### src/design/spta_pkg.sv
// ----------------------------------------------------------------------------
// spta_pkg: shared definitions of the sparse polynomial term accumulator
// Sizes, command and status codes, and the structs passed between the top
// level and the row of term cells.
// ----------------------------------------------------------------------------
package spta_pkg;

    localparam int MAX_TERMS = 64;
    localparam int COEF_BITS = 32;
    localparam int DEG_W     = 16;
    localparam int IDX_W     = 6;
    localparam int CMD_W     = 2;
    localparam int STATUS_W  = 3;
    localparam int CNT_W     = $clog2(MAX_TERMS + 1);
    localparam int POS_W     = $clog2(MAX_TERMS);
    localparam int CMP_W     = IDX_W + CNT_W;

    typedef enum logic [CMD_W-1:0] {
        CMD_ADD   = 2'd0,
        CMD_READ  = 2'd1,
        CMD_CLEAR = 2'd2,
        CMD_NOP   = 2'd3
    } cmd_t;

    typedef enum logic [STATUS_W-1:0] {
        ST_INSERTED   = 3'd0,
        ST_MERGED     = 3'd1,
        ST_CANCELLED  = 3'd2,
        ST_DROPPED    = 3'd3,
        ST_IGNORED    = 3'd4,
        ST_READ_OK    = 3'd5,
        ST_READ_EMPTY = 3'd6,
        ST_CLEARED    = 3'd7
    } status_t;

    typedef struct packed {
        logic [DEG_W-1:0]            degree;
        logic signed [COEF_BITS-1:0] coefficient;
    } term_t;

    // Broadcast from the top level to every cell
    typedef struct packed {
        logic             eval;
        logic             is_add;
        logic             is_read;
        logic             commit_merge;
        logic             commit_shift;
        logic             commit_append;
        logic [CNT_W-1:0] count;
        term_t            arg;
        logic [IDX_W-1:0] idx;
        logic [POS_W-1:0] match_pos;
    } cell_ctl_t;

    // Per-cell answer of the evaluation cycle; zero unless the cell is picked
    typedef struct packed {
        logic             match;
        logic             sat;
        logic [POS_W-1:0] pos;
        term_t            term;
    } pick_t;

endpackage

### src/design/spta_cell.sv
// ----------------------------------------------------------------------------
// spta_cell: one table slot of the term accumulator
// Holds one term, matches it against the broadcast degree, forms the
// saturated sum and takes its neighbour's term when the table closes up.
// ----------------------------------------------------------------------------
module spta_cell (
    input  logic                     clk,
    input  logic                     rst_n,
    input  spta_pkg::cell_ctl_t      ctl,
    input  logic [spta_pkg::POS_W-1:0] pos,
    input  spta_pkg::term_t          nb,
    output spta_pkg::term_t          term,
    output spta_pkg::pick_t          pick
);
    import spta_pkg::*;

    term_t                       term_reg;
    term_t                       term_next;
    pick_t                       pick_reg;
    pick_t                       pick_next;
    logic signed [COEF_BITS:0]   wide_sum;
    logic signed [COEF_BITS-1:0] sat_sum;
    logic                        ovf;
    logic                        occupied;
    logic                        deg_hit;
    logic                        idx_hit;

    always_comb
    begin
        wide_sum = {term_reg.coefficient[COEF_BITS-1], term_reg.coefficient}
                 + {ctl.arg.coefficient[COEF_BITS-1], ctl.arg.coefficient};
        ovf = wide_sum[COEF_BITS] != wide_sum[COEF_BITS-1];
        if (ovf)
        begin
            sat_sum = wide_sum[COEF_BITS] ? {1'b1, {(COEF_BITS-1){1'b0}}}
                                          : {1'b0, {(COEF_BITS-1){1'b1}}};
        end
        else
        begin
            sat_sum = wide_sum[COEF_BITS-1:0];
        end
    end

    assign occupied = CNT_W'(pos) < ctl.count;
    assign deg_hit  = occupied && ctl.is_add && (term_reg.degree == ctl.arg.degree);
    assign idx_hit  = ctl.is_read && (CMP_W'(pos) == CMP_W'(ctl.idx));

    always_comb
    begin
        pick_next = pick_reg;
        if (ctl.eval)
        begin
            pick_next = '0;
            if (deg_hit)
            begin
                pick_next.match            = 1'b1;
                pick_next.sat              = ovf;
                pick_next.pos              = pos;
                pick_next.term.degree      = term_reg.degree;
                pick_next.term.coefficient = sat_sum;
            end
            else if (idx_hit)
            begin
                pick_next.term = term_reg;
            end
        end
    end

    // close up behind a cancelled term, else merge, else take the new term
    always_comb
    begin
        term_next = term_reg;
        if (ctl.commit_shift && (pos >= ctl.match_pos))
        begin
            term_next = nb;
        end
        else if (ctl.commit_merge && pick_reg.match)
        begin
            term_next.coefficient = pick_reg.term.coefficient;
        end
        else if (ctl.commit_append && (CNT_W'(pos) == ctl.count))
        begin
            term_next = ctl.arg;
        end
    end

    always_ff @(posedge clk)
    begin
        term_reg <= term_next;
    end

    always_ff @(posedge clk or negedge rst_n)
    begin
        if (!rst_n)
        begin
            pick_reg <= '0;
        end
        else
        begin
            pick_reg <= pick_next;
        end
    end

    assign term = term_reg;
    assign pick = pick_reg;

endmodule

### config.mk
export PLATFORM = sky130hd
export DESIGN_NAME = spta_cell
export DESIGN_NICKNAME = d
export VERILOG_FILES = /design/src/design/spta_pkg.sv /design/src/design/spta_cell.sv
export SDC_FILE = /design/constraint.sdc
export NUM_CORES = 1
export LEC_CHECK = 0
export BUFFER_PORTS_ARGS = -buffer_cell sky130_fd_sc_hd__buf_4
export CAP_MARGIN = 20
export CORE_MARGIN = 1
export CORE_UTILIZATION = 55
export CTS_CLUSTER_DIAMETER = 50
export DETAILED_ROUTE_END_ITERATION = 12
export GPL_TIMING_DRIVEN = 0
export PLACE_DENSITY = 0.95
export SETUP_SLACK_MARGIN = 0.5
export SLEW_MARGIN = 20
export SYNTH_ARGS = -nofsm -noshare
export SYNTH_HDL_FRONTEND = slang
export SYNTH_SLANG_ARGS = --single-unit
export TNS_END_PERCENT = 5
### constraint.sdc
create_clock -name clk -period 9.59 [get_ports clk]
set_clock_uncertainty 0.15 [all_clocks]
set_input_delay 1.918 -clock clk [delete_from_list [all_inputs] [get_ports clk]]
set_output_delay 1.918 -clock clk [all_outputs]
set_load 0.02 [all_outputs]
* After elaboration in Yosys (flattened, before gate mapping)
Index checks and enable logic that the tools add are counted.
** Word-level totals
- Flip-flop bits (word level) :: 104
- Word-level logic and storage cells :: 33
- Input bits :: 129
- Output and inout bits :: 104
** Cells by class
- Equal/unequal tests :: 5
- Add/subtract/negate cells :: 1
- Reductions and logical operators :: 9
- Magnitude comparators :: 2
- Muxes and demuxes :: 9
** Operators with widths (count)
- 2-to-1 mux 48 bit :: 4
- 2-to-1 mux 32 bit :: 3
- adder 32 x 32 -> 33 bit :: 1
- == test 16 bit :: 1
- 2-to-1 mux 16 bit :: 1
- 2-to-1 mux 8 bit :: 1
- == test 6 x 7 -> 1 bit :: 1
- less-than comparator 6 x 7 -> 1 bit :: 1
- == test 6 bit :: 1
- greater-or-equal comparator 6 bit :: 1
- logical AND 1 bit :: 6
- nonzero test 3 bit :: 1
- inequality test 2 bit, second input constant :: 1
- AND reduction 2 bit :: 1
- nonzero test 2 bit :: 1
- inequality test 1 bit :: 1

* Longest topological paths before layout
- Word-level depth :: 5
- Gate-level depth with buffers :: 16
- Gate-level depth less buffers :: 15

* Worst setup path before layout
OpenSTA, ideal clock, no wires.
- Path type :: input -> register
- From :: input port ctl[28] (netlist name)
- To :: register pick_reg (netlist bit pick[30])
- Required time :: 9363 ps
- Path slack :: 4624 ps
- Path buffers :: 2
- Setup time :: 77 ps
- Cell stages on the path :: 15
- Arrival :: 4738 ps
- Path through :: ha_1 > buf_2 > a21oi_1 > o21ai_1 > a2111o_1 > o21ai_0 > o21ai_0 > o31ai_1 > nand2b_1 > xor2_1 > ha_1 > o211ai_2 > and2b_1 > buf_4 > a21oi_1
** On the way
- Word-level cells in the longest chain between the ends :: 4
- Elaborated cells on any way between the ends :: 5
- Those cells by class :: add/sub (1); eq/ne (1); mux (3)
** RTL lines
- start: declaration :: RTL line spta_cell.sv:9 : input spta_pkg::cell_ctl_t ctl,
- adder 32 x 32 -> 33 bit * :: RTL line spta_cell.sv:31 : + {ctl.arg.coefficient[COEF_BITS-1], ctl.arg.coefficient};
- 2-to-1 mux 32 bit or inequality test 1 bit (tied branches) :: RTL line spta_cell.sv:35, spta_cell.sv:32
- 2-to-1 mux 32 bit * :: RTL line spta_cell.sv:33 : if (ovf)
- 2-to-1 mux 48 bit * :: RTL line spta_cell.sv:54 : if (deg_hit)
- end signal: assignment :: RTL line spta_cell.sv:100 : pick_reg <= pick_next;
- end: declaration :: RTL line spta_cell.sv:19 : pick_t pick_reg;
Every way passes the cells marked *; elsewhere a longest branch is shown, timed or not.
A chain may end at the register's enable or synchronous reset.

* Worst setup path in the final report
- From :: input port ctl[28] (netlist name)
- To :: register pick_reg (netlist bit pick[23])
Same word-level chain as after synthesis.

==> summary.md <==
| Metric | Value |
|---|---|
| Share of post-route cells with drive strength above 1 | `0.283` |
| Met1 Usage GRT | `0.442` |
| Met2 usage | `0.597` |
| Final number of max-transition violations | `0` |
| Routed Wire Length | `24900 um` |
| Kind of cell adding the most delay to the critical path | `compound AO/OA/AOI/OAI gates` |
| Status | `completed` |
| Average detailed-routed wire length per instance | `20.3 um` |
| Worst hold-check slack | `0.338 ns` |
| Mean Syn Cell Area | `9.18 sq um` |
| IO buf count | `232` |
| RSZ-0062 raised after global routing | `no` |
| Clock-pin slew of the registers on the worst-case setup and hold paths | `0.08 ns` |
| Area growth syn-to-layout | `30.7%` |
| Final period utilization | `0.606` |
| Leakage power summed over all cells | `4.54 nW` |
| Top cell type by total area after synthesis | `sky130_fd_sc_hd__edfxtp_1` |
| Type of element launching the critical path | `primary input` |
| Routability-driven placement congestion ratio | `0.968` |
| Number of diodes | `0` |
| I/O pins | `233` |
| Setup violation total in the final timing report | `0` |
| Mean number of vias per cell | `6.17` |
| Aggregate global routing overflow | `0` |
| Post-placement cell area | `9350 sq um` |
| Required time at the worst-slack endpoint | `9.72 ns` |
| Setup ws final | `3.77 ns` |
| Type of the tightest min-delay check | `reg2reg` |
| Post-Synthesis Cells | `803` |
| Sinks on Clock Net | `104` |
| Slew margin rel. | `0.354` |
| Pwr per Cell Area | `131 nW/um^2` |
| Busiest grt layer | `met2` |
| Buffers & Inverters on Critical Path | `4` |
| Most frequent cell on the critical path | `sky130_fd_sc_hd__o21ai_0` |
| Effective utilization at floorplan | `0.575` |
| Post-layout net count | `1224` |
| Fraction of synthesis flops using an asynchronous set or reset pin | `0.538` |
| Top cells by area, synth | `sky130_fd_sc_hd__edfxtp_1, sky130_fd_sc_hd__dfrtp_1, sky130_fd_sc_hd__ha_1` |
| Max_cap viols | `0` |
| Flip-flop cell with the highest count after synthesis | `sky130_fd_sc_hd__dfrtp_1` |
| Power consumption | `1.26 mW` |
| Yosys reg bits | `104` |
| Initial antenna violation count | `0` |
| Post-Route Setup TNS | `0 ns` |
| Share of the synthesized area in the top cell type | `0.196` |
| Endpoint type of the worst setup path | `flip-flop` |
| Kind of critical path | `in2reg` |
| Drt pass-1 iters | `6` |
| Die H | `118 um` |
| Clk Latency, worst-skew pair | `0.37 ns` |
| Data arrival, critical path | `5.94 ns` |
| Synthesis warning total | `0` |
| Number of flip-flops in the largest register | `56` |
| Clock buffer count from CTS | `9` |
| HPWL Detailed | `18800 um` |
| Sequential area share after synthesis | `0.386` |
| Total nets after synthesis | `979` |
| Number of enable-type register cells in the synthesized netlist | `48` |
| Post-synthesis instance area | `7370 sq um` |
| Initial DRC Count | `634` |
| Clock tree from TritonCTS | `built` |
| Worst path max stage delay | `0.53 ns` |
| Post-CTS Setup Inserts | `0` |
| Remaining number of nets flagged by the antenna check after routing | `0` |
| Maximum VDD drop | `0.0964 mV` |
| Total via count after detailed routing | `7553` |
| Hold_buf cts | `0` |
| Number of global-route vias before repair | `7499` |
| Number of H-tree levels | `3` |
| Die Span X | `118 um` |
| Distinct cell type count of the synthesized netlist | `67` |
| Cts repair resizes | `0` |
| Post-route cell area | `9640 sq um` |
| Highest net fanout along the worst path | `10` |
| Pin count of the biggest net entering global routing | `57` |
| Aggregate global-route resource usage | `0.360` |
| Cell at the slowest stage of the critical path | `sky130_fd_sc_hd__clkbuf_1` |
| Fraction of met3 tracks used by global routing | `0.0732` |
| Global-route wire length before repair | `38800 um` |
| Placeable core area | `12800 sq um` |
| Die ar. | `13900 sq um` |
| DRC violation count after routing | `0` |
| Maximum clock path buffer count | `2` |
| Count of standard-cell rows | `41` |
| Hold Fails Final Rpt | `0` |
| Shortest clock period the worst path allows after layout | `5.82 ns` |
| Slew of the pin with the lowest slew margin | `0.968 ns` |
| Post-placement worst setup slack | `3.58 ns` |
| Max Freq | `172 MHz` |
| Critical path, cell by cell | `buf_4 > ha_1 > buf_2 > a21oi_1 > o21ai_1 > a2111o_1 > o21ai_0 > o21ai_0 > o31ai_1 > nand2b_1 > xor2_1 > ha_1 > inv_1 > clkbuf_1 > o21ai_0 > a21oi_1` |
| Buffer type at the clock tree root | `sky130_fd_sc_hd__clkbuf_16` |
==> synth_stat cells (3+ instances only) <==
master	n
sky130_fd_sc_hd__a2111oi_2	3
sky130_fd_sc_hd__a211o_1	5
sky130_fd_sc_hd__a211oi_1	5
sky130_fd_sc_hd__a21boi_0	7
sky130_fd_sc_hd__a21o_1	13
sky130_fd_sc_hd__a21oi_1	98
sky130_fd_sc_hd__a21oi_2	3
sky130_fd_sc_hd__a22o_1	16
sky130_fd_sc_hd__a31oi_1	11
sky130_fd_sc_hd__and2_1	3
sky130_fd_sc_hd__and3_1	4
sky130_fd_sc_hd__buf_2	9
sky130_fd_sc_hd__clkbuf_1	33
sky130_fd_sc_hd__dfrtp_1	56
sky130_fd_sc_hd__edfxtp_1	48
sky130_fd_sc_hd__ha_1	46
sky130_fd_sc_hd__inv_1	25
sky130_fd_sc_hd__mux2_2	17
sky130_fd_sc_hd__mux2i_1	35
sky130_fd_sc_hd__nand2_1	100
sky130_fd_sc_hd__nand2b_1	10
sky130_fd_sc_hd__nand3_1	19
sky130_fd_sc_hd__nand4_1	13
sky130_fd_sc_hd__nor2_1	27
sky130_fd_sc_hd__nor2b_1	12
sky130_fd_sc_hd__nor3_1	10
sky130_fd_sc_hd__o211ai_1	3
sky130_fd_sc_hd__o21a_1	5
sky130_fd_sc_hd__o21ai_0	66
sky130_fd_sc_hd__o21ai_1	8
sky130_fd_sc_hd__o21bai_1	3
sky130_fd_sc_hd__o31ai_1	7
sky130_fd_sc_hd__or2_2	4
sky130_fd_sc_hd__or3_1	4
sky130_fd_sc_hd__xnor2_1	25
sky130_fd_sc_hd__xor2_1	15
==> per-layer routing <==
metal / routed length (um) / part of all wire
met1: 9640 / 0.39
met5: 0 / 0
met3: 2300 / 0.092
met4: 1080 / 0.043
met2: 11900 / 0.48
==> final cells by class <==
class | count | area (sq um)
Tap cell | 172 | 215
Buffer | 46 | 193
Fill cell | 912 | 3190
Inverter | 25 | 93.8
Clock inverter | 6 | 56.3
Sequential cell | 104 | 2840
Multi-Input combinational cell | 628 | 4240
Clock buffer | 10 | 229
Timing Repair Buffer | 234 | 1760
==> cell families after synthesis <==
group | count (synthesis) | share of synthesized area
buffers and inverters | 71 | 0.0389
flip-flops | 104 | 0.386
AND/OR/NAND/NOR | 221 | 0.146
XOR/XNOR | 40 | 0.0475
adder cells (fa/ha/maj) | 47 | 0.0808
AO/OA/AOI/OAI | 268 | 0.227
multiplexers | 52 | 0.0735
==> per-stage QoR <==
step | utilization | std cells
3_5_place_dp | 0.729 | 1209
3_3_place_gp | 0.727 | 1207
2_1_floorplan | - | 803
4_1_cts | 0.751 | 1225
5_1_grt | 0.751 | 1225
6_report | 0.751 | 1225
==> layout by cell type, fill, tap and decap left out, types with 9 or more instances in the layout <==
master / count
sky130_fd_sc_hd__a21oi_1: 98
sky130_fd_sc_hd__a22o_1: 16
sky130_fd_sc_hd__clkbuf_16: 9
sky130_fd_sc_hd__dfrtp_1: 56
sky130_fd_sc_hd__nor2b_1: 12
sky130_fd_sc_hd__inv_1: 25
sky130_fd_sc_hd__nand4_1: 13
sky130_fd_sc_hd__nand2b_1: 10
sky130_fd_sc_hd__clkbuf_1: 34
sky130_fd_sc_hd__xnor2_1: 25
sky130_fd_sc_hd__ha_1: 46
sky130_fd_sc_hd__o21ai_0: 66
sky130_fd_sc_hd__buf_2: 9
sky130_fd_sc_hd__mux2_2: 17
sky130_fd_sc_hd__nand3_1: 19
sky130_fd_sc_hd__nand2_1: 100
sky130_fd_sc_hd__nor3_1: 10
sky130_fd_sc_hd__edfxtp_1: 48
sky130_fd_sc_hd__mux2i_1: 35
sky130_fd_sc_hd__buf_4: 234
sky130_fd_sc_hd__xor2_1: 15
sky130_fd_sc_hd__nor2_1: 27
sky130_fd_sc_hd__a31oi_1: 11
sky130_fd_sc_hd__a21o_1: 13
==> where the power goes <==
group / internal, mW / total [mW] / switching [mW]
sequential: 0.490 / 0.506 / 0.0151
clock: 0.183 / 0.369 / 0.186
combinational: 0.157 / 0.390 / 0.233
==> worst reg2reg max path, cell delays in order (launching register included) <==
cell	delay, ns
sky130_fd_sc_hd__edfxtp_1	0.43
sky130_fd_sc_hd__ha_1	0.29
sky130_fd_sc_hd__buf_2	0.18
sky130_fd_sc_hd__a21oi_1	0.22
sky130_fd_sc_hd__o21ai_1	0.12
sky130_fd_sc_hd__a2111o_1	0.43
sky130_fd_sc_hd__o21ai_0	0.24
sky130_fd_sc_hd__o21ai_0	0.19
sky130_fd_sc_hd__o31ai_1	0.24
sky130_fd_sc_hd__nand2b_1	0.15
sky130_fd_sc_hd__xor2_1	0.17
sky130_fd_sc_hd__ha_1	0.48
sky130_fd_sc_hd__inv_1	0.25
sky130_fd_sc_hd__clkbuf_1	0.53
sky130_fd_sc_hd__o21ai_0	0.22
sky130_fd_sc_hd__a21oi_1	0.21
==> path summary, 6_finish.rpt <==
path	from	depth (start not counted)	slack, ns	endpoint
worst min register to register	pick[48]	1	0.34	pick[48]
worst max register to register	term[16]	15	5.00	pick[23]
min in group asynchronous	rst_n	1	1.48	pick[14]
max in group asynchronous	rst_n	1	7.28	pick[7]
worst min-delay path	pick[48]	1	0.34	pick[48]
worst max-delay path	ctl[28]	16	3.77	pick[23]
(Power assumes the default switching activity.)
